### config.mk
export PLATFORM = sky130hd
export DESIGN_NAME = rpn_stack_mem
export DESIGN_NICKNAME = d
export VERILOG_FILES = /design/src/rtl/rpn_pkg.sv /design/src/rtl/rpn_stack_mem.sv
export SDC_FILE = /design/constraint.sdc
export NUM_CORES = 2
export LEC_CHECK = 0
export BUFFER_PORTS_ARGS = -buffer_cell sky130_fd_sc_hd__buf_2
export CORE_MARGIN = 8
export CORE_UTILIZATION = 50
export CTS_BUF_LIST = sky130_fd_sc_hd__clkbuf_8
export CTS_CLUSTER_SIZE = 8
export DETAILED_ROUTE_END_ITERATION = 10
export PLACE_DENSITY_LB_ADDON = 0.15
export SLEW_MARGIN = 5
export SYNTH_ARGS = -nofsm -noshare
export SYNTH_HDL_FRONTEND = slang
export SYNTH_SLANG_ARGS = --single-unit
### constraint.sdc
create_clock -name i_clk -period 11.04 [get_ports i_clk]
set_clock_uncertainty 0.15 [all_clocks]
set_input_delay 0.552 -clock i_clk [delete_from_list [all_inputs] [get_ports i_clk]]
set_output_delay 0.552 -clock i_clk [all_outputs]
set_load 0.005 [all_outputs]
### src/rtl/rpn_pkg.sv
// ----------------------------------------------------------------------------
// rpn_pkg
// Shared types and constants for the RPN stack calculator.
// ----------------------------------------------------------------------------
package rpn_pkg;

    localparam int STACK_DEPTH_DEF = 128;
    localparam int VAL_W           = 32;
    localparam int FRAC_BITS       = 16;

    // Divider: Q16.16 dividend scaled by 2^16, two quotient bits per cycle
    localparam int DIV_DIVIDEND_W = VAL_W + FRAC_BITS;
    localparam int DIV_STEP_BITS  = 2;
    localparam int DIV_ITERS      = DIV_DIVIDEND_W / DIV_STEP_BITS;
    localparam int DIV_CNT_W      = $clog2(DIV_ITERS + 1);

    typedef enum logic [2:0] {
        MODE_PUSH   = 3'd0,
        MODE_ADD    = 3'd1,
        MODE_SUB    = 3'd2,
        MODE_MUL    = 3'd3,
        MODE_DIV    = 3'd4,
        MODE_FINISH = 3'd5
    } t_mode;

    typedef enum logic [2:0] {
        ST_OK      = 3'd0,
        ST_UNDER   = 3'd1,
        ST_OVER    = 3'd2,
        ST_DIVZ    = 3'd3,
        ST_INVALID = 3'd4
    } t_status;

    typedef enum logic [3:0] {
        S_IDLE,
        S_POP_B,
        S_GOT_B,
        S_GOT_A,
        S_CALC,
        S_MUL,
        S_DIV,
        S_PUSH,
        S_EMIT
    } t_state;

endpackage

### src/rtl/rpn_stack_mem.sv
// ----------------------------------------------------------------------------
// rpn_stack_mem
// Operand stack storage: one write port, one read port, registered read.
// ----------------------------------------------------------------------------
module rpn_stack_mem #(
    parameter int DEPTH = rpn_pkg::STACK_DEPTH_DEF,
    parameter int AW    = $clog2(DEPTH)
) (
    input  logic                     i_clk,
    input  logic                     i_we,
    input  logic [AW-1:0]            i_waddr,
    input  logic [rpn_pkg::VAL_W-1:0] i_wdata,
    input  logic                     i_re,
    input  logic [AW-1:0]            i_raddr,
    output logic [rpn_pkg::VAL_W-1:0] o_rdata
);
    import rpn_pkg::*;

    logic [VAL_W-1:0] r_mem [DEPTH];
    logic [VAL_W-1:0] r_rdata;

    always_ff @(posedge i_clk) begin
        if (i_we) begin
            r_mem[i_waddr] <= i_wdata;
        end
    end

    always_ff @(posedge i_clk) begin
        if (i_re) begin
            r_rdata <= r_mem[i_raddr];
        end
    end

    assign o_rdata = r_rdata;

endmodule

# Word level (Yosys, flattened, before mapping)
# Memories as Yosys holds them, arrays and structs flattened. A register that Yosys moved wholly into a read port is not among the register bits.
# Cells that the tools add are included.
dict set report word_totals {
  out_inout_bits 32
  regBits 0
  romBits 0
  ram_bits 4096
  memories 1
  latchBits 0
}
dict set report op_classes {
  n_reduce_logical 0
  muxes 2
  add_sub_neg 0
  mul 0
  n_shift 0
  eq_ne 0
  bitwise 0
  order_cmp 0
  n_div 0
}
# name depth word_bits rd rd_ports_with_merged_regs wr line_no
set memory_table {}
lappend memory_table {r_mem 128 32 1 1 1 rpn_stack_mem.sv:19} ;# logic [VAL_W-1:0] r_mem [DEPTH];
# cell count
set ops {}
lappend ops {{$mux 1} 2}

# Logic depth before layout (Yosys ltp)
dict set report logic_depth {
  depth_word 2
  depth_mapped 8
}

# Worst setup path before layout
# No wires, ideal clock.
dict set report synth_path {
  path_type {input to register}
  startpoint {in i_we}
  endpoint {mem r_mem[98][0] (enable)}
  path_buffers 1
  stages 3
  setup_ps 461
  arrival_ps 3330
  path_slack_ps 7099
  path_cell_list {clkbuf_1 nand4_1 nor3_1}
}
dict set report synth_via {
  elab_chain_cells 2
}
# element line_no
set synth_rtl {}
lappend synth_rtl {{start, declared} rpn_stack_mem.sv:10} ;# input logic i_we,
lappend synth_rtl {{$mux 1} rpn_stack_mem.sv:23} ;# if (i_we) begin
lappend synth_rtl {{$mux 1 (not written as such)} rpn_stack_mem.sv:24} ;# r_mem[i_waddr] <= i_wdata;
lappend synth_rtl {{end, declared} rpn_stack_mem.sv:19}
# Every way passes these cells.

==> results.ini <==
[critical_path]
crit_top_cell=mux4_2
cp-start-kind=input port
crit_path_top_delay_cell=buf_4
required_ns=11.78
crit_chain=buf_12, buf_12, buf_4, mux4_2, mux4_2, mux4_2, mux2_2
arrival_ns=5.09
crit_type=input port to register
worst_path_largest_cell_delay_ns=0.81
cp-end-kind=register
critPathMaxFanout=91

[timing]
slew_violations=0
rsz0062_at_grt=no
timing.slew.headroom_pct=12.7
period_needed_ns=4.35
min_period_over_period_pct=39.4
fmax_mhz=230
finalHoldViolCount=0
setup_tns_ns=0
setup_violations=0
worst_slew_pin_slew_ns=1.31

[logic_synthesis]
synth.avg_cell_area_um2=26.1
synth_area_um2=157000
ys_seq_elements=4128
yosysSeqAreaShare_pct=79.2
yosys_warnings=0
synth_cell_types=16
syn-instance-count=5990
synth.net_count=6039

[global_route]
antenna_found_initial=61
gr-total-overflow=0
grt_pass1_vias=74600
globalRouteTotalUtil_pct=26.3
grt_max_degree=130
grt_pass1_wl_mm=603

[cells_and_area]
final_cell_mix=edfxtp_1, mux4_2, clkbuf_8
nFillCells=22600
final_common_cell=edfxtp_1
final_net_count=6735
area_growth_pct=12.3
fin_area_um2=176000
layout-drive-gt1-share_pct=35.8

[detailed_routing]
vias=73200
first_pass_iters=6
ant_nets=0
wl_per_cell_um=38.8
drcViolationCount=0
drt_iter0_drc=10300
postRouteWirelength_mm=441
via_per_inst=6.44

[clock_network]
cts_resized=0
path_clk_slew_ns=0.06
tritoncts=built
worstSkewPairLatency_ns=1.22
post_cts_buffers=0
root_buffer=clkbuf_8
cts_sinks=4128
cts_max_level=6
clk_path_buf_depth=4
cts-buffers-inserted=670

[run_status]
outcome=completed

[power_and_ir_drop]
p_leak_nw=54.5
ir_drop_mv=0.132
power_density_nw_per_um2=175

[placement]
placed_cell_area_um2=164000
hpwl_mm=233
gp_congestion=0.792
port_buffers=80

[floorplan]
start_util_pct=50.2
boundaryPins=81
rows=205
die_x_um=576
dieArea_um2=331000
die_h_um=576
coreArea_um2=312000

[worst_hold_path]
hold_class=input port to register

[job]
maxCapViolCount=0

[sequential cells by signal, summed over array words and instances (netlist names)]
signal	cells
r_mem	4096
o_rdata	32
[power breakdown]
group	internal, mW	total [mW]	switching, mW	leakage (nW)
Clock	5.77	11.7	5.91	6.79
Sequential	17.3	17.4	0.0600	37.1
Combinational	0.622	1.71	1.09	10.6
Total	23.7	30.8	7.05	54.5
[what timing repair did]
item	in CTS	in global routing
hold buffers	38	0
endpoints found under the hold margin	1686	0
endpoints found under the setup margin	0	0
[logic make-up (layout without fill, tap and decap cells)]
group                  count (synthesis)  count (layout)  synth area share [%]
and+or+nand+nor                      170             170                 0.445
muxes                               1376            1376                  19.6
DFF                                 4128            4128                  79.2
buffers and inverters                316            1492                 0.837
other                                  0              64                     0
[critical path: cells and delay by family]
| kind | cells | cell delay, ns |
|---|---|---|
| buffers and inverters | 3 | 1.91 |
| muxes | 4 | 2.16 |
[cell type report]
type | instances | area [um^2] | share of cell area [%]
Tap cell | 4140 | 5180 | 2.95
Multi-Input combinational cell | 1546 | 32300 | 18.4
Antenna cell | 64 | 160 | 0.0911
Clock inverter | 472 | 2160 | 1.23
Clock buffer | 680 | 9360 | 5.32
Timing Repair Buffer | 340 | 2730 | 1.55
Sequential cell | 4128 | 124000 | 70.5
[cells in the mapped netlist]
cell type     n  share of area [%]
edfxtp_1   4128                 79
mux4_2     1344                 19
clkbuf_1    182               0.44
nor2_1      122               0.29
buf_2        79               0.25
buf_1        50               0.12
mux2_2       32               0.23
nand2_1      14              0.034
nand3_1      12              0.038
nor3_1        9              0.029
nor2b_1       7              0.028
buf_4         3              0.014
nand4_1       3              0.012
buf_6         2              0.014
nand2b_1      2             0.0080
or3_1         1             0.0040
[layer usage]
layer  share of wire, %  global-route usage [%]
met1                 39                    37.3
met2                 48                    41.9
met3                9.7                    5.46
met4                3.1                    8.11
met5              0.024                       0
[worst paths after layout]
check                startpoint          end  slack (ns)  cells after the start
hold / removal       i_raddr[5]  o_rdata[22]        0.19                      3
setup reg to reg  r_mem[23][16]  o_rdata[16]        7.95                      4
hold reg to reg   r_mem[52][31]  o_rdata[31]        1.05                      4
setup / recovery     i_raddr[0]  o_rdata[11]        6.69                      7
[metrics by stage]
step	cells	total power, mW	util [%]	hold WS [ns]	setup slack [ns]
floorplan	5990	18.5	-	0.501	7.10
global placement	10100	19.4	52.6	0.858	5.54
detailed placement	10100	19.4	52.6	0.872	5.51
CTS	11300	31.0	56.4	0.0595	6.80
global route	11300	31.7	56.4	0.151	6.51
finish	11400	30.8	56.4	0.189	6.69
No activity file was read; power rests on OpenSTA's default activity.
