`config.mk`:
```
export PLATFORM = sky130hd
export DESIGN_NAME = rpn_div
export DESIGN_NICKNAME = d
export VERILOG_FILES = /design/src/rtl/rpn_pkg.sv /design/src/rtl/rpn_div.sv
export SDC_FILE = /design/constraint.sdc
export NUM_CORES = 1
export LEC_CHECK = 0
export BUFFER_PORTS_ARGS = -buffer_cell sky130_fd_sc_hd__buf_2
export CELL_PAD_IN_SITES_DETAIL_PLACEMENT = 1
export CELL_PAD_IN_SITES_GLOBAL_PLACEMENT = 1
export CORE_ASPECT_RATIO = 1.25
export CORE_MARGIN = 2
export CORE_UTILIZATION = 40
export CTS_CLUSTER_DIAMETER = 50
export CTS_CLUSTER_SIZE = 40
export DETAILED_ROUTE_END_ITERATION = 16
export PLACE_DENSITY = 0.7
export SLEW_MARGIN = 20
export SYNTH_ARGS = -nofsm -noshare
export SYNTH_HDL_FRONTEND = slang
export SYNTH_SLANG_ARGS = --single-unit
export TNS_END_PERCENT = 10
```
`constraint.sdc`:
```
create_clock -name i_clk -period 6.2 [get_ports i_clk]
set_input_delay 1.24 -clock i_clk [delete_from_list [all_inputs] [get_ports i_clk]]
set_output_delay 1.24 -clock i_clk [all_outputs]
set_load 0.01 [all_outputs]
```
`src/rtl/rpn_pkg.sv`:
```
// ----------------------------------------------------------------------------
// rpn_pkg
// Shared types and constants for the RPN stack calculator.
// ----------------------------------------------------------------------------
package rpn_pkg;

    localparam int STACK_DEPTH_DEF = 128;
    localparam int VAL_W           = 32;
    localparam int FRAC_BITS       = 16;

    // Divider: Q16.16 dividend scaled by 2^16, two quotient bits per cycle
    localparam int DIV_DIVIDEND_W = VAL_W + FRAC_BITS;
    localparam int DIV_STEP_BITS  = 2;
    localparam int DIV_ITERS      = DIV_DIVIDEND_W / DIV_STEP_BITS;
    localparam int DIV_CNT_W      = $clog2(DIV_ITERS + 1);

    typedef enum logic [2:0] {
        MODE_PUSH   = 3'd0,
        MODE_ADD    = 3'd1,
        MODE_SUB    = 3'd2,
        MODE_MUL    = 3'd3,
        MODE_DIV    = 3'd4,
        MODE_FINISH = 3'd5
    } t_mode;

    typedef enum logic [2:0] {
        ST_OK      = 3'd0,
        ST_UNDER   = 3'd1,
        ST_OVER    = 3'd2,
        ST_DIVZ    = 3'd3,
        ST_INVALID = 3'd4
    } t_status;

    typedef enum logic [3:0] {
        S_IDLE,
        S_POP_B,
        S_GOT_B,
        S_GOT_A,
        S_CALC,
        S_MUL,
        S_DIV,
        S_PUSH,
        S_EMIT
    } t_state;

endpackage

```
`src/rtl/rpn_div.sv`:
```
// ----------------------------------------------------------------------------
// rpn_div
// Unsigned restoring divider, two quotient bits per cycle.
// ----------------------------------------------------------------------------
module rpn_div (
    input  logic                               i_clk,
    input  logic                               i_rst_n,
    input  logic                               i_start,
    input  logic [rpn_pkg::DIV_DIVIDEND_W-1:0] i_dividend,
    input  logic [rpn_pkg::VAL_W-1:0]          i_divisor,
    output logic                               o_done,
    output logic [rpn_pkg::DIV_DIVIDEND_W-1:0] o_quotient
);
    import rpn_pkg::*;

    logic                      r_busy, n_busy;
    logic                      r_done, n_done;
    logic [DIV_CNT_W-1:0]      r_cnt, n_cnt;
    logic [VAL_W-1:0]          r_rem, n_rem;
    logic [DIV_DIVIDEND_W-1:0] r_quo, n_quo;
    logic [VAL_W-1:0]          r_dvs, n_dvs;

    always_comb begin
        logic [VAL_W:0]            trial;
        logic [VAL_W-1:0]          rem;
        logic [DIV_DIVIDEND_W-1:0] quo;
        rem    = r_rem;
        quo    = r_quo;
        trial  = '0;
        n_busy = r_busy;
        n_done = 1'b0;
        n_cnt  = r_cnt;
        n_dvs  = r_dvs;
        if (i_start) begin
            n_busy = 1'b1;
            n_cnt  = DIV_CNT_W'(DIV_ITERS);
            n_dvs  = i_divisor;
            rem    = '0;
            quo    = i_dividend;
        end else if (r_busy) begin
            for (int k = 0; k < DIV_STEP_BITS; k++) begin
                trial = {rem, quo[DIV_DIVIDEND_W-1]};
                quo   = {quo[DIV_DIVIDEND_W-2:0], 1'b0};
                if (trial >= {1'b0, r_dvs}) begin
                    trial  = trial - {1'b0, r_dvs};
                    quo[0] = 1'b1;
                end
                rem = trial[VAL_W-1:0];
            end
            n_cnt = r_cnt - 1'b1;
            if (r_cnt == DIV_CNT_W'(1)) begin
                n_busy = 1'b0;
                n_done = 1'b1;
            end
        end
        n_rem = rem;
        n_quo = quo;
    end

    always_ff @(posedge i_clk) begin
        if (!i_rst_n) begin
            r_busy <= 1'b0;
            r_done <= 1'b0;
        end else begin
            r_busy <= n_busy;
            r_done <= n_done;
        end
        r_cnt <= n_cnt;
        r_rem <= n_rem;
        r_quo <= n_quo;
        r_dvs <= n_dvs;
    end

    assign o_done     = r_done;
    assign o_quotient = r_quo;

endmodule

```
# After elaboration in Yosys (flattened, before gate mapping)
# Cells that the tools add are included.
# classes
mux,12
reduce_logical,2
magnitude_cmp,2
addsub,3
n_eq_ne,1
bitwise,2
# ops
cell,count
$mux W32,4
$mux W48,2
$ge A33 B32 Y1,2
$sub A32 B32 Y32,2
$mux W1,6
$eq A5 B1 Y1 const B,1
$sub A5 B1 Y5 const B,1
$reduce_or A3 Y1,1
$not A1 Y1,2
$reduce_bool A2 Y1,1
# word_totals
register_bits,119
inputBits,83
word_cells,28

# Logic depth before layout (Yosys ltp)
# Gate-level depths: netlist of the first run.
# logic_depth
depth_word,8
depth_mapped,27

# Worst setup path after synthesis of the first run
# OpenSTA, ideal clock, no wires.
# synth_timing
path_kind,reg-to-reg
start,register r_dvs[26]
end,register r_rem[10]
synth_period_minus_slack_ps,5181
stages_incl_launch_ff,27
required_ps,6063
setup_slack_ps,1019
path_buffers,5
t_arrival_ps,5043
cell_sequence,edfxtp_1 > inv_1 > ha_1 > buf_2 > a21oi_1 > o21ai_1 > a21o_1 > a21o_1 > a2111oi_4 > and2_4 > buf_2 > buf_2 > nand2_1 > o21ai_0 > ha_1 > a21o_1 > a211o_1 > o21bai_1 > a2111oi_0 > o211ai_1 > a21oi_1 > o311ai_0 > o211a_1 > buf_6 > buf_12 > mux2i_1 > a211oi_1
# synth_via
elab_chain_len,6
elab_cells_between_ends,8
cone_classes,add/sub (2); order compare (2); mux (4)
# synth_lines
element,line_no,rtl
start: declaration,rpn_div.sv:21,"logic [VAL_W-1:0] r_dvs, n_dvs;"
start signal: assignment,rpn_div.sv:71,r_dvs <= n_dvs;
$ge A33 B32 Y1 / $sub A32 B32 Y32 (equally long branches),"rpn_div.sv:44, rpn_div.sv:45",
$mux W32,rpn_div.sv:44,"if (trial >= {1'b0, r_dvs}) begin"
$mux W32,rpn_div.sv:40,end else if (r_busy) begin
$mux W32,rpn_div.sv:34,if (i_start) begin
$sub A32 B32 Y32 / $ge A33 B32 Y1 (equally long branches),"rpn_div.sv:45, rpn_div.sv:44",
$mux W32 (*),rpn_div.sv:44,
end signal: assignment,rpn_div.sv:69,r_rem <= n_rem;
end: declaration,rpn_div.sv:19,"logic [VAL_W-1:0] r_rem, n_rem;"
# Every way passes the cells marked *; elsewhere a longest branch is shown, timed or not. The select of a mux whose other input is x is not followed.
# A chain may end at the register's enable or synchronous reset.

# Worst setup path in the final report of the first run
# layout_timing
start,register r_dvs[16]
end,register r_rem[22]
# layout_via
elab_chain_len,6
elab_cells_between_ends,8
cone_classes,add/sub (2); order compare (2); mux (4)
# layout_lines
element,line_no
$sub A32 B32 Y32 / $ge A33 B32 Y1 (equally long branches),"rpn_div.sv:45, rpn_div.sv:44"
$mux W32,rpn_div.sv:44
$mux W32,rpn_div.sv:40
$mux W32,rpn_div.sv:34
$sub A32 B32 Y32 / $ge A33 B32 Y1 (equally long branches),"rpn_div.sv:45, rpn_div.sv:44"
$mux W32 (*),rpn_div.sv:44
# Marks and branches as above.

==> results of run 1 <==
## layer usage
| layer | part of all wire | global-route usage | vias to the layer above |
|---|---|---|---|
| met3 | 0.041 | 0.0466 | 34 |
| met4 | 0.020 | 0.0714 | 0 |
| met1 | 0.42 | 0.256 | 3536 |
| li1 | - | - | 3559 |
| met2 | 0.52 | 0.402 | 164 |
| met5 | 0 | 0 | - |
## final cells by class
class	instances	share of cell area
well taps	274	0.0339
clock buffers	17	0.0421
repair buffers	148	0.0793
multi-input cells	683	0.493
clock inverters	15	0.0171
inverters	53	0.0197
flip-flops and latches	119	0.315
## how the worst max path moves through the flow
stage | from | end | slack [ps] | depth (start not counted)
2_1_floorplan | r_dvs[26] | r_rem[10] | 1020 | 26
3_3_place_gp | r_dvs[24] | r_rem[24] | 390 | 22
3_5_place_dp | r_dvs[26] | r_rem[22] | 210 | 22
4_1_cts | r_dvs[26] | r_rem[22] | 130 | 22
5_1_grt | r_dvs[24] | r_rem[4] | 40 | 23
6_report | r_dvs[16] | r_rem[22] | 320 | 23
## state kept, by name, indices dropped and copies added (netlist names)
register / count
o_quotient: 48
r_dvs: 32
r_rem: 32
r_cnt: 5
o_done: 1
r_busy: 1
## cell usage after synthesis, types with 3 or more instances
cell type and count:
o21ai_0 46, o221ai_1 4, mux2i_1 31, a31oi_1 7, o21ai_1 7, o21a_1 3, a311oi_1 3, a2111oi_0 3
xnor2_1 33, dfxtp_1 39, a221o_1 3, edfxtp_1 80, nand3_1 15, nor2b_1 5, ha_1 66, clkbuf_1 25
nand2_1 74, nor3_1 17, and2_1 3, nand4_1 10, buf_1 3, o211ai_1 6, o21bai_1 6, or2_2 5
or3_1 4, nor2_1 72, xor2_1 20, o31ai_1 6, a21o_1 24, o311ai_0 4, and3_1 8, a21oi_1 59
mux2_2 49, a211oi_1 32, inv_1 53, nand2b_1 11, buf_2 6, nor4_1 5
## metrics by stage
step	power [W]	setup slack [ps]	instance area (µm²)
after detailed placement	0.00312	210	9420
after global placement	0.00310	387	9420
after global routing	0.00446	38.0	10100
after CTS	0.00418	132	10000
after floorplan	0.00262	1020	8520
final	0.00419	323	10100
## placed cells by master, fill, tap and decap left out, types with 4 or more instances in the layout
cell type	synthesis	final
edfxtp_1	80	80
inv_6	0	4
buf_2	6	130
ha_1	66	66
nand2_1	74	73
nor4_1	5	5
xnor2_1	33	33
mux2_2	49	49
inv_1	53	53
a31oi_1	7	7
dfxtp_1	39	38
o31ai_1	6	6
or3_1	4	4
nand2b_1	11	11
or2_2	5	4
xor2_1	20	20
nand3_1	15	15
mux2i_1	31	31
and3_1	8	8
a211oi_1	32	32
nor2_1	72	72
o21ai_1	7	6
buf_4	0	16
nor3_1	17	16
nor2b_1	5	5
a21oi_1	59	57
clkbuf_16	0	17
o211ai_1	6	6
a21o_1	24	24
o221ai_1	4	4
o21ai_0	46	46
o21bai_1	6	6
nand4_1	10	10
inv_8	0	6
o311ai_0	4	4
## logic make-up after synthesis
| kind of cell | after synthesis | share of synthesized area |
|---|---|---|
| compound gates | 237 | 0.185 |
| xor+xnor | 53 | 0.0545 |
| fa+ha+maj | 68 | 0.102 |
| buf+inv | 91 | 0.0470 |
| flops | 119 | 0.374 |
| mux | 80 | 0.101 |
| simple gates | 243 | 0.137 |
## worst reg2reg max path, cell delays in order (launching register included)
cell and delay [ps]:
edfxtp_1 320, inv_1 80, ha_1 440, and3_4 260, nand3_4 100, or4b_4 510, nor4_4 210, a2111oi_4 90
buf_4 180, and2_4 200, o21ai_0 250, ha_1 320, a21o_1 210, a211o_1 300, o21bai_1 210, a2111oi_0 140
buf_4 160, o211ai_1 300, a21oi_1 160, o311ai_0 350, o211a_2 300, buf_6 230, mux2i_1 290, a211oi_1 110
## where the power goes
part	leakage [nW]	switching, W	internal (W)
Clock	0.289	0.000441	0.000577
Sequential	1.12	0.0000703	0.000959
Combinational	3.06	0.00126	0.000886
Total	4.46	0.00177	0.00242
## timing repair
action                                  CTS  global route
gates resized for setup                   0             8
setup buffers                             0             5
endpoints found under the hold margin     0             0
endpoints found under the setup margin    0            31
==> metrics.log, run 1 <==
INFO  metric via_count_of_the_first_global_routing_pass = between 7,000 and 8,000
INFO  metric placementRows = 59
INFO  metric grt_pass1_wl = 39,600 µm
INFO  metric io_buffers = 131
INFO  metric worst-endpoint-required = roughly 6500 ps
INFO  metric floorplan.io_pins = 132
INFO  metric final-seq-area = 0.00318 mm²
INFO  metric placed_cells_incl_taps = 1,270
INFO  metric drt_iter0_drc = ~360
INFO  metric timing.hold.ws = 512 ps
INFO  metric drive_gt1_frac = 0.245
INFO  metric path_delay_family = compound AO/OA/AOI/OAI gates
INFO  metric path_buf_inv = 4
INFO  metric routed_via_density = 5.57
INFO  metric average_instance_area_after_synthesis = 9.56 µm²
INFO  metric min_to = r_rem[5]
INFO  metric clkLatencyLatePin = 420 ps
INFO  metric clock_skew = 12.4 ps
INFO  metric worstMarginPinSlew = around 770 ps
INFO  metric via_count = 7,293
INFO  metric hold_path.class = flop to flop
INFO  metric slowest_stage = or4b_4
INFO  metric crit_chain = inv_1 -> ha_1 -> and3_4 -> nand3_4 -> or4b_4 -> nor4_4 -> a2111oi_4 -> buf_4 -> and2_4 -> o21ai_0 -> ha_1 -> a21o_1 -> a211o_1 -> o21bai_1 -> a2111oi_0 -> buf_4 -> o211ai_1 -> a21oi_1 -> o311ai_0 -> o211a_2 -> buf_6 -> mux2i_1 -> a211oi_1
INFO  metric synth_sequential_area_ratio = 0.374
INFO  metric drt-total-wl = between 20,000 and 30,000 µm
INFO  metric min-delay-start = r_rem[5]
INFO  metric multi_input_comb_area = between 0.004 and 0.005 mm²
INFO  metric number_of_search_and_repair_iterations_in_the_first_detailed_routing_pass = 4
INFO  metric reg2reg_from = r_dvs[16]
INFO  metric clkSlewWorstSetupHoldPaths = ~70 ps
INFO  metric totalNegativeSetupSlack = 0 ps
INFO  metric cts.sinks = 119
INFO  metric final.min_clock_period = between 5000 and 6000 ps
INFO  metric effective_utilization_at_floorplan = 0.408
INFO  metric cellLeakagePower = 4.46 nW
INFO  metric route.detailed.drc = 0
INFO  metric path_class = flop to flop
INFO  metric crit_path_start_kind = flop
INFO  metric ctsHtreeMaxLevel = 4
INFO  metric post-route-period-util = 0.948
INFO  metric layoutNonFillerInstCount = 1,309
INFO  metric end_kind = flop
INFO  metric drtAntennaViolNets = 0
INFO  metric timing_max_transition_violations_final = 0
INFO  metric max_stage_delay = 510 ps
INFO  metric finish.net_count = 1,173
INFO  metric synthesis.instances = 891
INFO  metric postCtsHoldBufs = 0
INFO  metric synth.cell_area = ~0.0085 mm²
INFO  metric globalplace.congestion = ~0.86
INFO  metric num-fill-cells = 2,419
INFO  metric synth.top_cells.by_area = edfxtp_1 (28%), ha_1 (9.7%), dfxtp_1 (9.2%)
INFO  metric final-setup-viol-count = 0
INFO  metric grt_start_max_net_pins = 70
INFO  metric critPathMaxFanout = 14
INFO  metric ff2ff_path_depth = 23
INFO  metric p_per_area = 415 mW/mm²
INFO  metric rsz0062_at_grt = false
INFO  metric worstPathArrival = 6150 ps
INFO  metric max-vdd-ir-drop = about 0.26 mV
INFO  metric dpl.hpwl = approximately 19,000 µm
INFO  metric number_of_library_cell_types_mapped_by_synthesis = 70
INFO  metric die_height = 167 µm
INFO  metric synth_ff_type = edfxtp_1
INFO  metric synth-warning-count = 0
INFO  metric clock_tree.root_cell = clkbuf_16
INFO  metric worst_slew_margin_rel = 0.477
INFO  metric async_reset_ff_frac = 0
INFO  metric clock.fmax = approximately 170 MHz
INFO  metric synth_top_area_cell = edfxtp_1
INFO  metric inserted_clock_buffers = 17
INFO  metric rrSetupSlack = between 300 and 400 ps
INFO  metric routed_wire_length_per_instance = 19.1 µm
INFO  metric die_width = 135 µm
INFO  metric fp.coreArea = 0.0209 mm²
INFO  metric clock_tree_from_tritoncts = yes
INFO  metric synth_enable_flop_cells = 80
INFO  metric synth_seq_cells = around 120
INFO  metric grt_use_total = 0.221
INFO  metric syn-num-nets = 1,042
INFO  metric die-area = 0.0225 mm²
INFO  metric final_core_util = 0.484
INFO  metric number_of_cells_on_the_worst_hold_path = 2
INFO  metric flow.area_growth_from_synthesis = 18.7%
INFO  metric run_status = complete, no violations
INFO  metric grt_antenna_before_repair = 0
INFO  metric maxCapViolations = 0
INFO  metric clk_path_buf_depth = 2
INFO  metric timing_hold_violations_final = 0
INFO  metric r2r_end = r_rem[22]
INFO  metric antenna_cells = 0
INFO  metric overflow = 0
INFO  metric netlist.area_leader.share = 0.282
No activity file was read; power rests on OpenSTA's default activity.
==> run 2, diff against run 1 <==
BUFFER_PORTS_ARGS = not set   (was -buffer_cell sky130_fd_sc_hd__buf_2)
DONT_BUFFER_PORTS = 1   (was not set)
PLACE_DENSITY = 0.63   (was 0.7)
==> metrics.log, run 2 (synthesis results as in run 1) <==
INFO  metric run_status = complete, no violations
INFO  metric num-fill-cells = 2,330
INFO  metric r2r_end = r_rem[0]
INFO  metric critPathLaunch = r_dvs[7]
INFO  metric drive_gt1_frac = 0.136
INFO  metric crit_path_end = r_rem[0]
INFO  metric clkSlewWorstSetupHoldPaths = 60 ps
INFO  metric cts.sinks = 119
INFO  metric number_of_search_and_repair_iterations_in_the_first_detailed_routing_pass = 5
INFO  metric crit_path_start_kind = flop
INFO  metric io_buffers = 0
INFO  metric worstMarginPinSlew = 753 ps
INFO  metric via_count = 6,830
INFO  metric layoutNonFillerInstCount = about 1,200
INFO  metric p_per_area = 445 mW/mm²
INFO  metric mostFrequentLayoutCell = edfxtp_1
INFO  metric worst-endpoint-required = about 6500 ps
INFO  metric final-setup-viol-count = 0
INFO  metric globalplace.congestion = 0.919
INFO  metric totalNegativeSetupSlack = 0 ps
INFO  metric effective_utilization_at_floorplan = 0.408
INFO  metric reg2reg_from = r_dvs[7]
INFO  metric grtUsageMet3 = 0.0484
INFO  metric timing.hold.ws = 510 ps
INFO  metric end_kind = flop
INFO  metric cellLeakagePower = 3.95 nW
INFO  metric met1_usage = 0.254
INFO  metric route.detailed.drc = 0
INFO  metric flip_flop_count_of_the_largest_register_after_layout = 48
INFO  metric post-route-period-util = 0.943
INFO  metric grt.busiest_layer = met2
INFO  metric clock_skew = 13.3 ps
INFO  metric placed_cells_incl_taps = 1,142
INFO  metric die_width = 135 µm
INFO  metric postCtsHoldBufs = 0
INFO  metric multi_input_comb_area = 0.00497 mm²
INFO  metric design_power_total = ~0.0042 W
INFO  metric clock.fmax = 171 MHz
INFO  metric timing_hold_violations_final = 0
INFO  metric worstPathArrival = between 6000 and 7000 ps
INFO  metric finish.net_count = ~1,000
INFO  metric commonest_non_fill_non_tap_cells_in_the_layout = edfxtp_1 (80), nand2_1 (73), nor2_1 (72), ha_1 (66), a21oi_1 (57)
INFO  metric final.min_clock_period = 5850 ps
INFO  metric clock_tree_from_tritoncts = yes
INFO  metric path_class = flop to flop
INFO  metric die_height = 167 µm
INFO  metric ff2ff_path_depth = 22
INFO  metric drtAntennaViolNets = 0
INFO  metric clkLatencyLatePin = roughly 420 ps
INFO  metric critPathMaxFanout = 22
INFO  metric final-seq-area = 0.00318 mm²
INFO  metric grt_start_max_net_pins = 121
INFO  metric dpl.hpwl = 18,400 µm
INFO  metric routed_via_density = around 5.8
INFO  metric grt_use_total = 0.221
INFO  metric rsz0062_at_grt = false
INFO  metric routed_wire_length_per_instance = 21.0 µm
INFO  metric via_count_of_the_first_global_routing_pass = 7,523
INFO  metric die-area = 0.0225 mm²
INFO  metric fp.coreArea = 0.0209 mm²
INFO  metric maxCapViolations = 0
INFO  metric ctsHtreeMaxLevel = 4
INFO  metric grt_pass1_wl = 39,400 µm
INFO  metric inserted_clock_buffers = 17
INFO  metric overflow = 0
INFO  metric clock_tree.root_cell = clkbuf_16
INFO  metric grt.met2_usage = 0.404
INFO  metric drt-total-wl = 24,700 µm
INFO  metric timing_max_transition_violations_final = 0
INFO  metric rrSetupSlack = 350 ps
INFO  metric floorplan.io_pins = 132
INFO  metric drt_iter0_drc = 311
INFO  metric placementRows = 59
INFO  metric worst_slew_margin_rel = 0.492
INFO  metric antenna_cells = 0
INFO  metric grt_antenna_before_repair = 0
INFO  metric clk_path_buf_depth = 2
INFO  metric hold_path.class = flop to flop
INFO  metric max-vdd-ir-drop = about 0.21 mV
INFO  metric flow.area_growth_from_synthesis = 11.2%
-- run 2: final cells by class --
type                            instances  area share
Multi-Input combinational cell        682       0.525
Inverter                               53      0.0210
Tap cell                              274      0.0362
Clock inverter                         15      0.0201
Sequential cell                       119       0.336
Timing Repair Buffer                   17      0.0161
Clock buffer                           17      0.0449
-- run 2: repair_timing --
action                     4_1_cts  5_1_grt
pin swaps                        0        2
setup endpoints to repair       30       33
setup buffers                    0        2
cloned                           0        1
gates resized for setup          2        9
-- run 2: critical path, stage by stage, from the launching register on --
cell and delay (ps):
edfxtp_1 320, inv_1 60, ha_1 380, and4_1 310, o311ai_1 170, a211o_1 350, a211oi_2 340, o21ai_2 190
nand2_2 230, mux2_2 390, ha_1 390, o211ai_1 120, a21oi_2 230, o21bai_2 130, a2111oi_2 470, buf_4 190
o211ai_1 140, a21oi_1 300, o311ai_1 160, o211a_2 200, buf_12 190, or2_1 230, a311oi_1 250
-- run 2: worst min-delay path by stage --
stage | start | endpoint | slack, ps | depth (start not counted)
after detailed placement | r_rem[13] | r_rem[13] | 500 | 2
after CTS | r_cnt[1] | r_cnt[1] | 510 | 2
after global placement | r_cnt[1] | r_cnt[1] | 480 | 2
after global routing | r_cnt[1] | r_cnt[1] | 520 | 2
final | r_cnt[1] | r_cnt[1] | 510 | 2
after floorplan | r_cnt[1] | r_cnt[1] | 480 | 2
-- run 2: power by group --
part	switching [W]	total (W)	internal [W]	leakage (nW)
logic	0.00122	0.00209	0.000870	2.54
registers	0.0000984	0.00106	0.000961	1.12
clock network	0.000418	0.00106	0.000642	0.295
total	0.00174	0.00421	0.00247	3.95
-- run 2: metrics by stage --
step	worst slack (ps)	util	instance area, µm²
2_1_floorplan	1020	-	8520
3_3_place_gp	-57.7	0.421	8800
3_5_place_dp	-149	0.421	8800
4_1_cts	43.2	0.451	9420
5_1_grt	14.2	0.453	9470
6_report	354	0.453	9470
-- run 2: layer usage --
metal | wire length, µm | vias to the layer above
met5 | 0 | -
met4 | 539 | 0
met3 | 1010 | 35
met2 | 13000 | 157
met1 | 10200 | 3350
li1 | - | 3288
==> run 3, diff against run 2 <==
CORE_UTILIZATION = 39   (was 40)
PLACE_DENSITY = 0.62   (was 0.63)
==> metrics.log, run 3 (synthesis results as in run 1) <==
INFO  metric run_status = complete, no violations
INFO  metric timing_max_transition_violations_final = 0
INFO  metric fp.coreArea = 0.0215 mm²
INFO  metric path_buf_inv = 4
INFO  metric max-vdd-ir-drop = 0.189 mV
INFO  metric hold_path.class = flop to flop
INFO  metric floorplan.io_pins = 132
INFO  metric antenna_cells = 0
INFO  metric clock_tree.root_cell = clkbuf_16
INFO  metric final.min_clock_period = ~5900 ps
INFO  metric via_count = 6,908
INFO  metric final-setup-viol-count = 0
INFO  metric crit_path_frequent_cell = a21o_1
INFO  metric die_height = roughly 170 µm
INFO  metric io_buffers = 0
INFO  metric path_delay_family = compound AO/OA/AOI/OAI gates
INFO  metric worstMarginPinSlew = 790 ps
INFO  metric clk_path_buf_depth = 2
INFO  metric cell_area_after_placement = just under 0.009 mm²
INFO  metric worstPathArrival = ~6200 ps
INFO  metric cellLeakagePower = 4.00 nW
INFO  metric mostFrequentLayoutCell = edfxtp_1
INFO  metric dpl.hpwl = 18,200 µm
INFO  metric grt_use_total = 0.221
INFO  metric drt-total-wl = 24,700 µm
INFO  metric worst-endpoint-required = 6470 ps
INFO  metric path_class = flop to flop
INFO  metric layoutNonFillerInstCount = 1,194
INFO  metric drive_gt1_frac = 0.154
INFO  metric clock.fmax = between 150 and 200 MHz
INFO  metric inserted_clock_buffers = 17
INFO  metric worst_slew_margin_rel = 0.466
INFO  metric end_kind = flop
INFO  metric clock_tree_from_tritoncts = yes
INFO  metric effective_utilization_at_floorplan = 0.397
INFO  metric placementRows = 60
INFO  metric max_stage_delay = 450 ps
INFO  metric slowest_stage = a2111oi_4
INFO  metric grt_start_max_net_pins = 121
INFO  metric routed_wire_length_per_instance = 20.7 µm
INFO  metric post-route-period-util = 0.957
INFO  metric overflow = 0
INFO  metric die-area = 0.0230 mm²
INFO  metric drtAntennaViolNets = 0
INFO  metric ctsHtreeMaxLevel = 4
INFO  metric maxCapViolations = 0
INFO  metric flow.area_growth_from_synthesis = 12.5%
INFO  metric route.detailed.drc = 0
INFO  metric timing_hold_violations_final = 0
INFO  metric totalNegativeSetupSlack = 0 ps
INFO  metric globalplace.congestion = about 0.9
INFO  metric die_width = 136 µm
INFO  metric number_of_search_and_repair_iterations_in_the_first_detailed_routing_pass = 4
INFO  metric clkLatencyLatePin = 440 ps
INFO  metric clock_skew = 13.8 ps
INFO  metric critPathMaxFanout = 9
INFO  metric grt_pass1_wl = 39,800 µm
INFO  metric flip_flop_count_of_the_largest_register_after_layout = 48
INFO  metric finish.net_count = 1,053
INFO  metric final_core_util = 0.446
INFO  metric crit_chain = inv_1 -> ha_1 -> a21oi_2 -> o21ai_1 -> a21o_1 -> a21o_1 -> a2111oi_4 -> and2_4 -> nand2_1 -> o21ai_1 -> ha_1 -> a21o_1 -> a211o_1 -> o21bai_2 -> a2111oi_4 -> buf_4 -> o211ai_1 -> a21oi_2 -> o311ai_0 -> o211a_2 -> buf_12 -> buf_12 -> mux2i_1 -> a211oi_1
INFO  metric drt_iter0_drc = 358
INFO  metric crit_path_start_kind = flop
INFO  metric clkSlewWorstSetupHoldPaths = 70 ps
INFO  metric postCtsHoldBufs = 0
INFO  metric commonest_non_fill_non_tap_cells_in_the_layout = edfxtp_1 (80), nand2_1 (73), nor2_1 (72), ha_1 (64), a21oi_1 (55)
INFO  metric grt_antenna_before_repair = 0
INFO  metric placed_cells_incl_taps = approximately 1,200
INFO  metric routed_via_density = a little under 6
INFO  metric stdcell_area = 0.00958 mm²
INFO  metric via_count_of_the_first_global_routing_pass = 7,500
INFO  metric cts.sinks = 119
INFO  metric p_per_area = 442 mW/mm²
run 3: cell count changes in the layout (fill, tap and decap cells not counted), sizes merged:
cell,previous run,this run
clkinv,4,2
inv,59,63
bufinv,3,1
buf,17,29
run 3: path summary, 6_finish.rpt:
path,from,endpoint,slack (ps),depth (start not counted)
min reg2reg,r_rem[3],r_rem[3],510,2
max,r_dvs[26],r_rem[17],270,24
min,r_rem[3],r_rem[3],510,2
max reg2reg,r_dvs[26],r_rem[17],270,24
run 3: worst register-to-register path, stage by stage (launching register included):
cell and delay (ps):
edfxtp_1 360, inv_1 100, ha_1 330, a21oi_2 200, o21ai_1 110, a21o_1 210
a21o_1 210, a2111oi_4 450, and2_4 280, nand2_1 70, o21ai_1 110, ha_1 320
a21o_1 260, a211o_1 340, o21bai_2 260, a2111oi_4 140, buf_4 160, o211ai_1 360
a21oi_2 150, o311ai_0 380, o211a_2 340, buf_12 160, buf_12 150, mux2i_1 210
a211oi_1 100
run 3: repair_timing:
item	CTS	global route
resized for setup	3	15
gates cloned	0	1
buffers inserted	0	8
setup endpoints to repair	33	33
endpoints found under the hold margin	0	0
pin swaps	0	5
run 3: power breakdown:
part	total, W	switching (W)	internal, W
registers	0.00106	0.0000956	0.000960
logic	0.00217	0.00124	0.000930
clock network	0.00101	0.000446	0.000568
run 3: stage by stage:
step	setup WS [ps]	power (W)	hold WS, ps
2_1_floorplan	1020	0.00262	475
3_3_place_gp	-582	0.00312	485
3_5_place_dp	-447	0.00316	502
4_1_cts	9.65	0.00421	514
5_1_grt	-25.6	0.00452	526
6_report	267	0.00424	511
run 3: area by class of cell:
cell class	count	area, µm²
multi-input combinational	682	5000
sequential	119	3180
fill	2431	11900
timing repair buffer	29	268
clock buffer	17	425
tap	279	349
clock inverter	15	154
inverter	53	199
run 3: per-layer routing:
| metal | vias to the layer above | GRT usage | part of all wire |
|---|---|---|---|
| li1 | 3321 | - | - |
| met1 | 3381 | 0.265 | 0.43 |
| met2 | 171 | 0.387 | 0.51 |
| met3 | 35 | 0.0490 | 0.041 |
| met4 | 0 | 0.0743 | 0.022 |
| met5 | - | 0 | 0 |
